===== src/olid_pkg.sv =====
// ----------------------------------------------------------------------------
// olid_pkg
// Shared codes, field widths and cell control type for the ordered list.
// ----------------------------------------------------------------------------
package olid_pkg;

   // field widths of the request, response and csr beats
   localparam int CMD_W    = 2;
   localparam int POS_W    = 6;
   localparam int VALUE_W  = 32;
   localparam int STATUS_W = 2;
   localparam int LEN_W    = 7;

   // capacity after reset
   localparam logic [LEN_W-1:0] CAP_RESET = 7'd64;

   typedef enum logic [CMD_W-1:0] {
      CMD_INSERT = 2'd0,
      CMD_DELETE = 2'd1,
      CMD_GET    = 2'd2,
      CMD_CLEAR  = 2'd3
   } cmd_type;

   typedef enum logic [STATUS_W-1:0] {
      ST_OK        = 2'd0,
      ST_FULL      = 2'd1,
      ST_OUT_RANGE = 2'd2
   } status_type;

   // broadcast to every cell: which shift happens this cycle
   typedef struct packed {
      logic ins;
      logic del;
   } cell_op_type;

endpackage


===== src/olid_cell.sv =====
// ----------------------------------------------------------------------------
// olid_cell
// One list entry: holds its word, takes its left or right neighbor on a
// shift, or loads the new value when it sits at the insert position.
// ----------------------------------------------------------------------------
module olid_cell import olid_pkg::*; #(
   parameter int DATA_WIDTH = 32,
   parameter int POSW       = 7,
   parameter int IDX        = 0
) (
   input  logic                  clock,
   input  cell_op_type           op,
   input  logic [POSW-1:0]       pos,
   input  logic [DATA_WIDTH-1:0] ins_value,
   input  logic [DATA_WIDTH-1:0] left_data,
   input  logic [DATA_WIDTH-1:0] right_data,
   output logic [DATA_WIDTH-1:0] data
);

   localparam logic [POSW-1:0] MY_IDX = POSW'(IDX);

   logic [DATA_WIDTH-1:0] data_ff;
   logic [DATA_WIDTH-1:0] data_in;

   // pick the source of this entry for the next cycle
   always_comb begin
      priority if (op.ins && (MY_IDX > pos)) begin
         data_in = left_data;
      end else if (op.ins && (MY_IDX == pos)) begin
         data_in = ins_value;
      end else if (op.del && (MY_IDX >= pos)) begin
         data_in = right_data;
      end else begin
         data_in = data_ff;
      end
   end

   // entry storage, undefined until written
   always_ff @(posedge clock) begin
      data_ff <= data_in;
   end

   assign data = data_ff;

endmodule


===== config.mk =====
export PLATFORM = sky130hd
export DESIGN_NAME = olid_cell
export DESIGN_NICKNAME = d
export VERILOG_FILES = /design/src/olid_pkg.sv /design/src/olid_cell.sv
export SDC_FILE = /design/constraint.sdc
export NUM_CORES = 1
export LEC_CHECK = 0
export ABC_AREA = 1
export BUFFER_PORTS_ARGS = -buffer_cell sky130_fd_sc_hd__buf_2
export CAP_MARGIN = 20
export CORE_ASPECT_RATIO = 1.5
export CORE_UTILIZATION = 40
export DETAILED_ROUTE_END_ITERATION = 12
export GPL_TIMING_DRIVEN = 0
export PLACE_DENSITY_LB_ADDON = 0.08
export SYNTH_ARGS = -nofsm -noshare
export SYNTH_HDL_FRONTEND = slang
export SYNTH_SLANG_ARGS = --single-unit

===== constraint.sdc =====
create_clock -name clock -period 3.21 [get_ports clock]
set_input_delay 0.4815 -clock clock [delete_from_list [all_inputs] [get_ports clock]]
set_output_delay 0.4815 -clock clock [all_outputs]
set_load 0.1 [all_outputs]

# After elaboration in Yosys (flattened, before gate mapping)
# Cells that the tools add are included.
word_totals:
  romBits: 0
  memories: 0
  latch_bits: 0
  register_bits: 32
  ramBits: 0
  out_inout_bits: 32
  inputBits: 106
classes:
  mul: 0
  n_addsub: 0
  n_reduce_logical: 5
  n_eq_ne: 0
  mux: 3
  order_cmp: 2
  bitwise_logic: 0
  n_shift: 0
  div: 0
ops:
  columns: ["operator", "count"]
  rows:
  - ["32-bit two-way mux", 3]
  - ["1-bit by 7-bit >= comparator with 1-bit output, first input constant", 1]
  - ["1-bit by 7-bit greater-than comparator with 1-bit output, first input constant", 1]
  - ["7-bit logical NOT", 1]
  - ["1-bit logical AND", 3]
  - ["3-bit nonzero test", 1]

# Depth between registers and ports, before layout
# Gate-level depths: netlist (run 1).
logic_depth:
  depth_word: 5
  mapped_depth: 7

# Worst setup path before layout (run 1)
# Ideal clock, no wire load.
synth_path:
  path_kind: "input-to-reg"
  from: "input pos[6]"
  to: "register data_ff[0] (netlist: data[0]), enable pin"
  setup_slack_ns: 1.106
  stages: 6
  n_path_buf: 1
  required_ns: 2.820
  t_arrival_ns: 1.714
  path_cell_list: "nor2_1 nand2_1 nor2_4 buf_6 nand2_1 nand2_1"
synth_between:
  elab_chain_len: 3
  elab_cells_between_ends: 7
  cone_classes: "2 x order compare; 5 x reduce/logical"
synth_lines:
  columns: ["element", "line", "text"]
  rows:
  - ["start, declared", "olid_cell.sv:13", "input logic [POSW-1:0] pos,"]
  - ["1-bit by 7-bit greater-than comparator with 1-bit output, or another cell as far along", "olid_cell.sv:27", "priority if (op.ins && (MY_IDX > pos)) begin"]
  - ["1-bit logical AND (on tied branches)", "olid_cell.sv:27, olid_cell.sv:29, olid_cell.sv:31", null]
  - ["3-bit nonzero test (no source line) (*)", null, null]
  - ["end signal, assigned", "olid_cell.sv:40", "data_ff <= data_in;"]
  - ["end, declared", "olid_cell.sv:22", "logic [DATA_WIDTH-1:0] data_ff;"]
# Mark *: on every way between the ends. The rest lies on a longest branch, timed or not.
# A chain may end at the register's enable or synchronous reset.

# Worst setup path in the final report (run 1)
layout_path:
  from: "input pos[6]"
  to: "register data_ff[18] (netlist: data[18]), enable pin"
# Same word-level chain as after synthesis.

==> results of run 1 <==
## power by group through the flow
stage	registers (mW)	clock network, mW	logic (mW)
5_1_grt	0.464	0.302	0.115
3_3_place_gp	0.473	0	0.104
6_report	0.464	0.279	0.105
4_1_cts	0.464	0.289	0.106
2_1_floorplan	0.494	0	0.0317
3_5_place_dp	0.473	0	0.105
## metal layers
| layer | track usage [%] | vias up |
|---|---|---|
| met5 | 0 | - |
| li1 | - | 744 |
| met4 | 7.89 | 0 |
| met1 | 20.7 | 662 |
| met2 | 32.8 | 67 |
| met3 | 4.65 | 4 |
## final timing paths
check                                end          start  cells after the start
worst min-delay path   data[6]$_DFFE_PP_  right_data[6]                      3
worst max-delay path  data[18]$_DFFE_PP_         pos[6]                      8
## cells by family (layout without fill, tap and decap cells)
kind of cell,after synthesis,in the layout
buffers and inverters,16,128
flip-flops,32,32
AND/OR/NAND/NOR,109,109
## area by class of cell
type | instances | area, um2
clock buffers | 5 | 68.8
fillers | 361 | 1450
repair buffers | 105 | 548
clock inverters | 2 | 7.51
flip-flops and latches | 32 | 961
plain buffers | 10 | 106
well taps | 43 | 53.8
inverters | 6 | 22.5
multi-input cells | 109 | 464
## layout by cell type, fill, tap and decap left out, types with 2 or more instances in the layout
master / synthesis / final
buf_2: 1 / 105
inv_1: 5 / 5
clkbuf_8: 0 / 5
nand2_1: 70 / 70
clkinv_1: 0 / 2
edfxtp_1: 32 / 32
buf_6: 9 / 9
nand3_1: 33 / 33
nor2_1: 4 / 4
==> results.yml, run 1 <==
synthesis:
  synth_fa_ha_area_share_pct: 0
  synth-seq-cells: 32
  synthMuxAreaShare_pct: 0
  syn_nets: 263
  yosys.area_share.xor_xnor_pct: 0
  netlist.area_leader.share_pct: 61.8
  synth-compound-area-share_pct: 0
  synth_cell_types: 10
  ys_seq_area_share_pct: 61.8
  ys_top_cells_by_area: "edfxtp_1 (62%), nand2_1 (17%), nand3_1 (11%)"
  syn_area_um2: 1550
  synth_area_per_cell_um2: 9.90
  ys.flop_type: "edfxtp_1"
  yosys_warnings: 0
  synth_top_family_by_area: "simple AND/OR/NAND/NOR gates"
  async_flop_share_pct: 0
  synth-edff-count: 32
  synthSimpleGateAreaFrac_pct: 29.9
  synthTopCellsByCount: "nand2_1 (70), nand3_1 (33), edfxtp_1 (32)"
  synthCells: 157
  post-synth-top-area-cell: "edfxtp_1"
  yosysMostFrequentCell: "nand2_1"
die:
  die_height_um: 78.3
  rows: 27
  initial_utilization_pct: 42.2
  dieArea_um2: 4140
  fp.dieW_um: 52.9
  core_um2: 3680
  io_pins: 138
status:
  status: "finished, final reports clean"
placed_design:
  dp.cells: 305
  io_buffers: 104
  hpwlAfterDp_um: 2800
  place.gp.congestion: 0.727
  placed_area_um2: 2160
  pre_cts_ws_ps: 942
cells_and_area:
  syn2layout_area_growth_pct: 43.6
  drive_above_1_share_pct: 45.7
  fin_cells: 312
  largest_reg_flops: 32
  nNetsFinal: 375
  num_antenna_cells: 0
  final_core_util_pct: 60.6
  design_area_um2: 2230
route:
  wl_met3_um: 309
  post_drt_wl_per_cell_um: 11.8
  via_per_inst: 4.73
  drt_iter0_drc: 31
  via_count: 1477
  wirelength_um: 3680
  routed-wl-met2_um: 1920
  wl_met1_um: 1430
  first_pass_iters: 4
  ant_nets: 0
  remaining_drc_errors: 0
  topRoutingLayerUsed: "met4"
sta:
  final-setup-viol-count: 0
  rsz0062_at_grt: "false"
  tightest_slew_ps: 666
  fin_crit_sh_pct: 61.0
  max_freq_mhz: 510
  setup_tns_ps: 0
  hold_slack_ps: 467
  drv_slew: 0
  period_minus_slack_ps: 1960
  setup_slack_ps: 1250
  timing.slew.headroom_pct: 55.5
  final-hold-violation-count: 0
worst_setup_path:
  end_kind: "register"
  critPathLaunchType: "input pin"
  path_cells: "buf_2, nor2_1, nand2_1, nor2_4, buf_6, nand2_1, nand2_1, buf_16"
  path_max_fanout: 19
  cp.required_ps: 3190
  critPathKind: "input pin to register"
  cpMostUsedCell: "nand2_1"
  worstPathArrival_ps: 1940
  crit_buf_inv: 3
  cpPeakStageDelay_ps: 490
  slowest_stage: "nand2_1"
  cpLargestDelayFamily: "simple AND/OR/NAND/NOR gates"
pwr:
  p_switching_uw: 194
  total_power_uw: 848
  ir_drop_mv: 0.261
  power_switching_share_pct: 22.9
  pwr-share-clk_pct: 32.9
  leakage_nw: 1.13
  power_density_nw_per_um2: 380
  comb_power_share_pct: 12.4
  p_int_uw: 653
  seq_power_share_pct: 54.7
grt:
  antenna_found_initial: 0
  first_global_vias: 1362
  track_usage_pct: 18.8
  gr-total-overflow: 0
  grt_start_max_net_pins: 20
  grt_pass1_wl_um: 5660
clock_tree:
  clock_path_buffers: 2
  htreeDepth: 2
  clkTransAtPathRegs_ps: 60
  cts_tree: "built"
  cts_setup_buffers: 0
  cts_hold_buffers: 0
  cts_resized: 0
  cts_sinks: 32
  cts_inserted_buffers: 5
  clockRootBuffer: "clkbuf_8"
flow_run:
  max_cap_viol_count: 0
hold_path:
  hp-class: "input pin to register"
Power figures use the tool's default switching activity.
==> run 2: changes to the inputs <==
--- a/config.mk
+++ b/config.mk
@@ -9,7 +9,7 @@
 export BUFFER_PORTS_ARGS = -buffer_cell sky130_fd_sc_hd__buf_2
 export CAP_MARGIN = 20
 export CORE_ASPECT_RATIO = 1.5
-export CORE_UTILIZATION = 40
+export CORE_UTILIZATION = 37
 export DETAILED_ROUTE_END_ITERATION = 12
 export GPL_TIMING_DRIVEN = 0
 export PLACE_DENSITY_LB_ADDON = 0.08
==> constraint.sdc (replaced) <==
create_clock -name clock -period 1.93 [get_ports clock]
set_input_delay 0.2895 -clock clock [delete_from_list [all_inputs] [get_ports clock]]
set_output_delay 0.2895 -clock clock [all_outputs]
set_load 0.1 [all_outputs]
==> run 2 against run 1 <==
Net effect:
- critical endpoint is now data[21]$_DFFE_PP_
- via count grew 1.4%
- critical path type unchanged
- clock power grew 72%
- global-route usage shrank 0.52 points
- count of clock-buffer cells in the layout grew 2
- setup slack lost 900 ps
- largest power group unchanged
- power grew 68%
==> results.yml, run 2 (synthesis gave the netlist of run 1 again) <==
status:
  status: "finished, final reports clean"
die:
  core_um2: 3990
  rows: 28
  io_pins: 138
  fp.dieW_um: 54.9
  die_height_um: 81.4
  dieArea_um2: 4470
  initial_utilization_pct: 38.9
cells_and_area:
  final_cell_mix: "buf_2 (105), nand2_1 (69), nand3_1 (33), edfxtp_1 (32), buf_6 (9)"
  drive_above_1_share_pct: 45.9
  final_core_util_pct: 56.1
  largest_reg_flops: 32
  final_common_cell: "buf_2"
  design_area_um2: 2240
  fin_cells: 315
  num_antenna_cells: 0
  fillCellCount: 385
  syn2layout_area_growth_pct: 44.2
  nNetsFinal: 375
sta:
  fin_crit_sh_pct: 82.1
  setup_tns_ps: 0
  final-hold-violation-count: 0
  max_freq_mhz: 631
  rsz0062_at_grt: "false"
  drv_slew: 0
  final-setup-viol-count: 0
  period_minus_slack_ps: 1580
  timing.slew.headroom_pct: 67.1
  setup_slack_ps: 346
  tightest_slew_ps: 497
route:
  drt_iter0_drc: 56
  post_drt_wl_per_cell_um: 12.0
  first_pass_iters: 4
  via_per_inst: 4.75
  ant_nets: 0
  via_count: 1497
  remaining_drc_errors: 0
  wirelength_um: 3780
clock_tree:
  cts_resized: 0
  cts_setup_buffers: 0
  cts_tree: "built"
  clock_path_buffers: 2
  clkTransAtPathRegs_ps: 60
  cts_inserted_buffers: 5
  clockRootBuffer: "clkbuf_8"
  htreeDepth: 2
  cts_hold_buffers: 0
  cts_sinks: 32
placed_design:
  place.gp.congestion: 0.717
  dp.cells: 307
  placed_area_um2: 2160
  pre_cts_ws_ps: -229
  hpwlAfterDp_um: 2830
  io_buffers: 104
worst_setup_path:
  crit_buf_inv: 3
  cpMostUsedCell: "nand2_1"
  path_max_fanout: 18
  cp.required_ps: 1920
  path_cells: "buf_2, nor2_1, nand2_1, nor2_4, buf_6, nand2_1, nand2_2, buf_16"
  cpLargestDelayFamily: "simple AND/OR/NAND/NOR gates"
  slowest_stage: "nand2_2"
  critPathLaunchType: "input pin"
  worstPathArrival_ps: 1570
  critPathKind: "input pin to register"
  end_kind: "register"
  cpPeakStageDelay_ps: 320
grt:
  grt_start_max_net_pins: 19
  grt_pass1_wl_um: 5780
  gr-total-overflow: 0
  antenna_found_initial: 0
  track_usage_pct: 18.2
  first_global_vias: 1394
pwr:
  comb_power_share_pct: 12.2
  seq_power_share_pct: 54.1
  p_switching_uw: 326
  pwr-share-clk_pct: 33.7
  ir_drop_mv: 0.362
  leakage_nw: 1.13
  power_switching_share_pct: 22.9
  power_density_nw_per_um2: 636
  p_int_mw: 1.10
hold_path:
  whs_endpoint: "data[7]$_DFFE_PP_"
  hold_start: "right_data[7]"
  hold-path-cell-count: 3
  hp-class: "input pin to register"
flow_run:
  max_cap_viol_count: 0
==> run 2: per-layer routing <==
layer  track usage [%]  routed length [um]  vias up  share of wire (%)
li1                  -                   -      746                  -
met1              19.1                1430      669                 38
met2              32.0                1940       75                 51
met3              5.24                 344        7                9.1
met4              8.25                  58        0                1.5
met5                 0                   0        -                  0
==> run 2: layout make-up <==
type,instances,area [um2],area share (%)
flip-flops and latches,32,961,42.9
clock inverters,1,3.75,0.168
inverters,6,22.5,1.01
multi-input cells,109,467,20.8
well taps,45,56.3,2.51
clock buffers,7,76.3,3.41
plain buffers,10,106,4.75
repair buffers,105,548,24.5
==> run 2: power groups by stage <==
stage | Clock, mW | Sequential [mW] | Combinational, mW
final | 0.480 | 0.771 | 0.174
after global routing | 0.522 | 0.771 | 0.195
after CTS | 0.495 | 0.771 | 0.176
after detailed placement | 0 | 0.786 | 0.175
after global placement | 0 | 0.786 | 0.173
after floorplan | 0 | 0.821 | 0.0528
==> run 2: per-stage QoR <==
stage                     hold slack [ps]  power (mW)
after floorplan                       468       0.874
after global placement                555       0.959
after detailed placement              557       0.962
after CTS                             265        1.44
after global routing                  274        1.49
final                                 272        1.43
==> run 2: worst max-delay path by stage <==
stage	slack, ps	to	start	depth (start not counted)
after floorplan	20	data[0]$_DFFE_PP_	pos[6]	6
after global placement	-510	data[9]$_DFFE_PP_	pos[6]	7
after detailed placement	-230	data[14]$_DFFE_PP_	pos[6]	8
after CTS	60	data[2]$_DFFE_PP_	pos[6]	8
after global routing	230	data[0]$_DFFE_PP_	pos[5]	8
final	350	data[21]$_DFFE_PP_	pos[6]	8
==> run 3: changes to the inputs <==
--- a/config.mk
+++ b/config.mk
@@ -5,11 +5,11 @@
 export SDC_FILE = /design/constraint.sdc
 export NUM_CORES = 1
 export LEC_CHECK = 0
-export ABC_AREA = 1
+export ABC_AREA = 0
 export BUFFER_PORTS_ARGS = -buffer_cell sky130_fd_sc_hd__buf_2
 export CAP_MARGIN = 20
 export CORE_ASPECT_RATIO = 1.5
-export CORE_UTILIZATION = 37
+export CORE_UTILIZATION = 33
 export DETAILED_ROUTE_END_ITERATION = 12
 export GPL_TIMING_DRIVEN = 0
 export PLACE_DENSITY_LB_ADDON = 0.08
==> constraint.sdc (replaced) <==
create_clock -name clock -period 1.4 [get_ports clock]
set_input_delay 0.21 -clock clock [delete_from_list [all_inputs] [get_ports clock]]
set_output_delay 0.21 -clock clock [all_outputs]
set_load 0.1 [all_outputs]
==> run 3 against run 2 <==
Net effect:
- the run now ends with design-rule violations left
- count of clock-buffer cells in the layout fell by 1
- setup slack worse by 280 ps
- critical path depth down 3
- final cell count shrank 27%
- hold slack worse by 43 ps
- sequential power is 37% higher
- first-iteration DRC count down 32%
- die area is 8.9% higher
- synthesized area decreased by 2.6%
- non-clock buffer count decreased by 7
- largest cell class unchanged
- highest routed layer unchanged
==> results.yml, run 3 <==
flow_run:
  max_cap_viol_count: 0
synthesis:
  syn_nets: 177
  netlist.area_leader.share_pct: 63.5
  post-synth-top-area-cell: "edfxtp_1"
  yosys_warnings: 0
  ys.flop_type: "edfxtp_1"
  synth_area_per_cell_um2: 21.3
  syn_area_um2: 1510
  yosysMostFrequentCell: "edfxtp_1"
  synth_cell_types: 8
  async_flop_share_pct: 0
  synth-seq-cells: 32
  ys_seq_area_share_pct: 63.5
  ys_top_cells_by_area: "edfxtp_1 (63%), mux2_4 (30%), buf_6 (2.2%)"
  synthCells: 71
  synth-edff-count: 32
  synthTopCellsByCount: "edfxtp_1 (32), mux2_4 (30), buf_6 (3)"
worst_setup_path:
  cpPeakStageDelay_ps: 370
  path_max_fanout: 10
  path_cells: "buf_2, nor4_4, nand3_4, buf_6, mux2_4"
  cp.required_ps: 1430
  slowest_stage: "nor4_4"
  critPathKind: "input pin to register"
  cpLargestDelayFamily: "simple AND/OR/NAND/NOR gates"
  crit_buf_inv: 2
  worstPathArrival_ps: 1360
  end_kind: "register"
  critPathLaunchType: "input pin"
sta:
  fin_crit_sh_pct: 95.4
  final-hold-violation-count: 0
  timing.slew.headroom_pct: 66.8
  hold_slack_ps: 229
  drv_slew: 0
  setup_slack_ps: 64.7
  max_freq_mhz: 749
  final-setup-viol-count: 0
  rsz0062_at_grt: "false"
  tightest_slew_ps: 501
  period_minus_slack_ps: 1340
cells_and_area:
  num_antenna_cells: 0
  final_common_cell: "buf_2"
  final_cell_mix: "buf_2 (105), edfxtp_1 (32), mux2_4 (30), clkbuf_8 (5), buf_6 (3)"
  fin_cells: 230
  drive_above_1_share_pct: 82.1
  largest_reg_flops: 32
  nNetsFinal: 289
  syn2layout_area_growth_pct: 46.9
pwr:
  pwr-share-clk_pct: 39.9
  power_density_nw_per_um2: 961
  seq_power_share_pct: 49.6
  comb_power_share_pct: 10.5
  p_int_mw: 1.73
  total_power_mw: 2.14
  ir_drop_mv: 0.586
  power_switching_share_pct: 19.3
  p_switching_uw: 413
  leakage_nw: 1.09
clock_tree:
  clkTransAtPathRegs_ps: 70
  cts_hold_buffers: 0
  cts_tree: "built"
  htreeDepth: 2
  clockRootBuffer: "clkbuf_8"
  clock_path_buffers: 2
  cts_sinks: 32
  cts_inserted_buffers: 5
placed_design:
  hpwlAfterDp_um: 2320
  pre_cts_ws_ps: -257
  dp.cells: 222
  place.gp.congestion: 0.653
  io_buffers: 105
hold_path:
  hold_start: "ins_value[3]"
  hp-class: "input pin to register"
  whs_endpoint: "data[3]$_DFFE_PP_"
  hold-path-cell-count: 2
status:
  violations: "design-rule violations"
  status: "finished, violations left"
route:
  wirelength_um: 3040
  routed-wl-met2_um: 1660
  remaining_drc_errors: 8
  first_pass_iters: 10
  wl_met1_um: 1040
  drt_iter0_drc: 38
  topRoutingLayerUsed: "met4"
  via_per_inst: 4.56
  ant_nets: 0
  via_count: 1048
  post_drt_wl_per_cell_um: 13.2
  wl_met3_um: 319
die:
  io_pins: 138
  core_um2: 4320
  initial_utilization_pct: 35.1
  dieArea_um2: 4870
  die_height_um: 85.0
  fp.dieW_um: 57.3
  rows: 29
grt:
  antenna_found_initial: 0
  grt_start_max_net_pins: 33
  gr-total-overflow: 0
  track_usage_pct: 13.1
  grt_pass1_wl_um: 4730
  first_global_vias: 1132
[run 3: final cells by class]
| type | count | area [um2] |
|---|---|---|
| sequential | 32 | 961 |
| clock inverter | 2 | 35.0 |
| multi-input combinational | 36 | 539 |
| clock buffer | 6 | 72.6 |
| timing repair buffer | 105 | 526 |
| tap | 46 | 57.6 |
| buffer | 3 | 33.8 |
| fill | 388 | 2090 |
[run 3: cells by family (layout without fill, tap and decap cells)]
group	count (synthesis)	in the layout	share of synthesized area, %
DFF	32	32	63.5
muxes	32	32	31.2
buffers and inverters	3	116	2.23
and+or+nand+nor	3	3	2.40
AOI/OAI and AO/OA	1	1	0.661
[run 3: worst max-delay path by stage]
stage / cells after the start / start / endpoint / slack, ps
floorplan: 4 / pos[3] / data[10]$_DFFE_PP_ / -30
global placement: 5 / pos[3] / data[21]$_DFFE_PP_ / -240
detailed placement: 5 / pos[3] / data[1]$_DFFE_PP_ / -260
CTS: 5 / pos[3] / data[1]$_DFFE_PP_ / 50
global route: 5 / pos[3] / data[14]$_DFFE_PP_ / 20
finish: 5 / pos[3] / data[6]$_DFFE_PP_ / 60
[run 3: what timing repair did]
item	CTS	global route
resized for setup	0	1
setup endpoints to repair	0	11
setup buffers	0	0
hold endpoints to repair	0	0
[run 3: stage by stage]
stage / setup TNS, ps / area, um2 / util, %
finish: 0 / 2220 / 51.5
CTS: 0 / 2220 / 51.3
global placement: -10640 / 2110 / 48.9
detailed placement: -12670 / 2110 / 48.9
global route: 0 / 2220 / 51.5
floorplan: -856 / 1530 / -
[run 3: routing by layer]
| metal | vias to the layer above | GRT usage (%) |
|---|---|---|
| met5 | - | 0 |
| met4 | 0 | 5.99 |
| met3 | 2 | 5.18 |
| met2 | 64 | 24.1 |
| met1 | 478 | 12.3 |
| li1 | 504 | - |
[run 3: power groups by stage]
stage	clock network (mW)	logic [mW]	registers [mW]
global route	0.932	0.243	1.06
CTS	0.894	0.227	1.06
global placement	0	0.218	1.08
finish	0.852	0.225	1.06
detailed placement	0	0.226	1.08
floorplan	0	0.0765	1.12
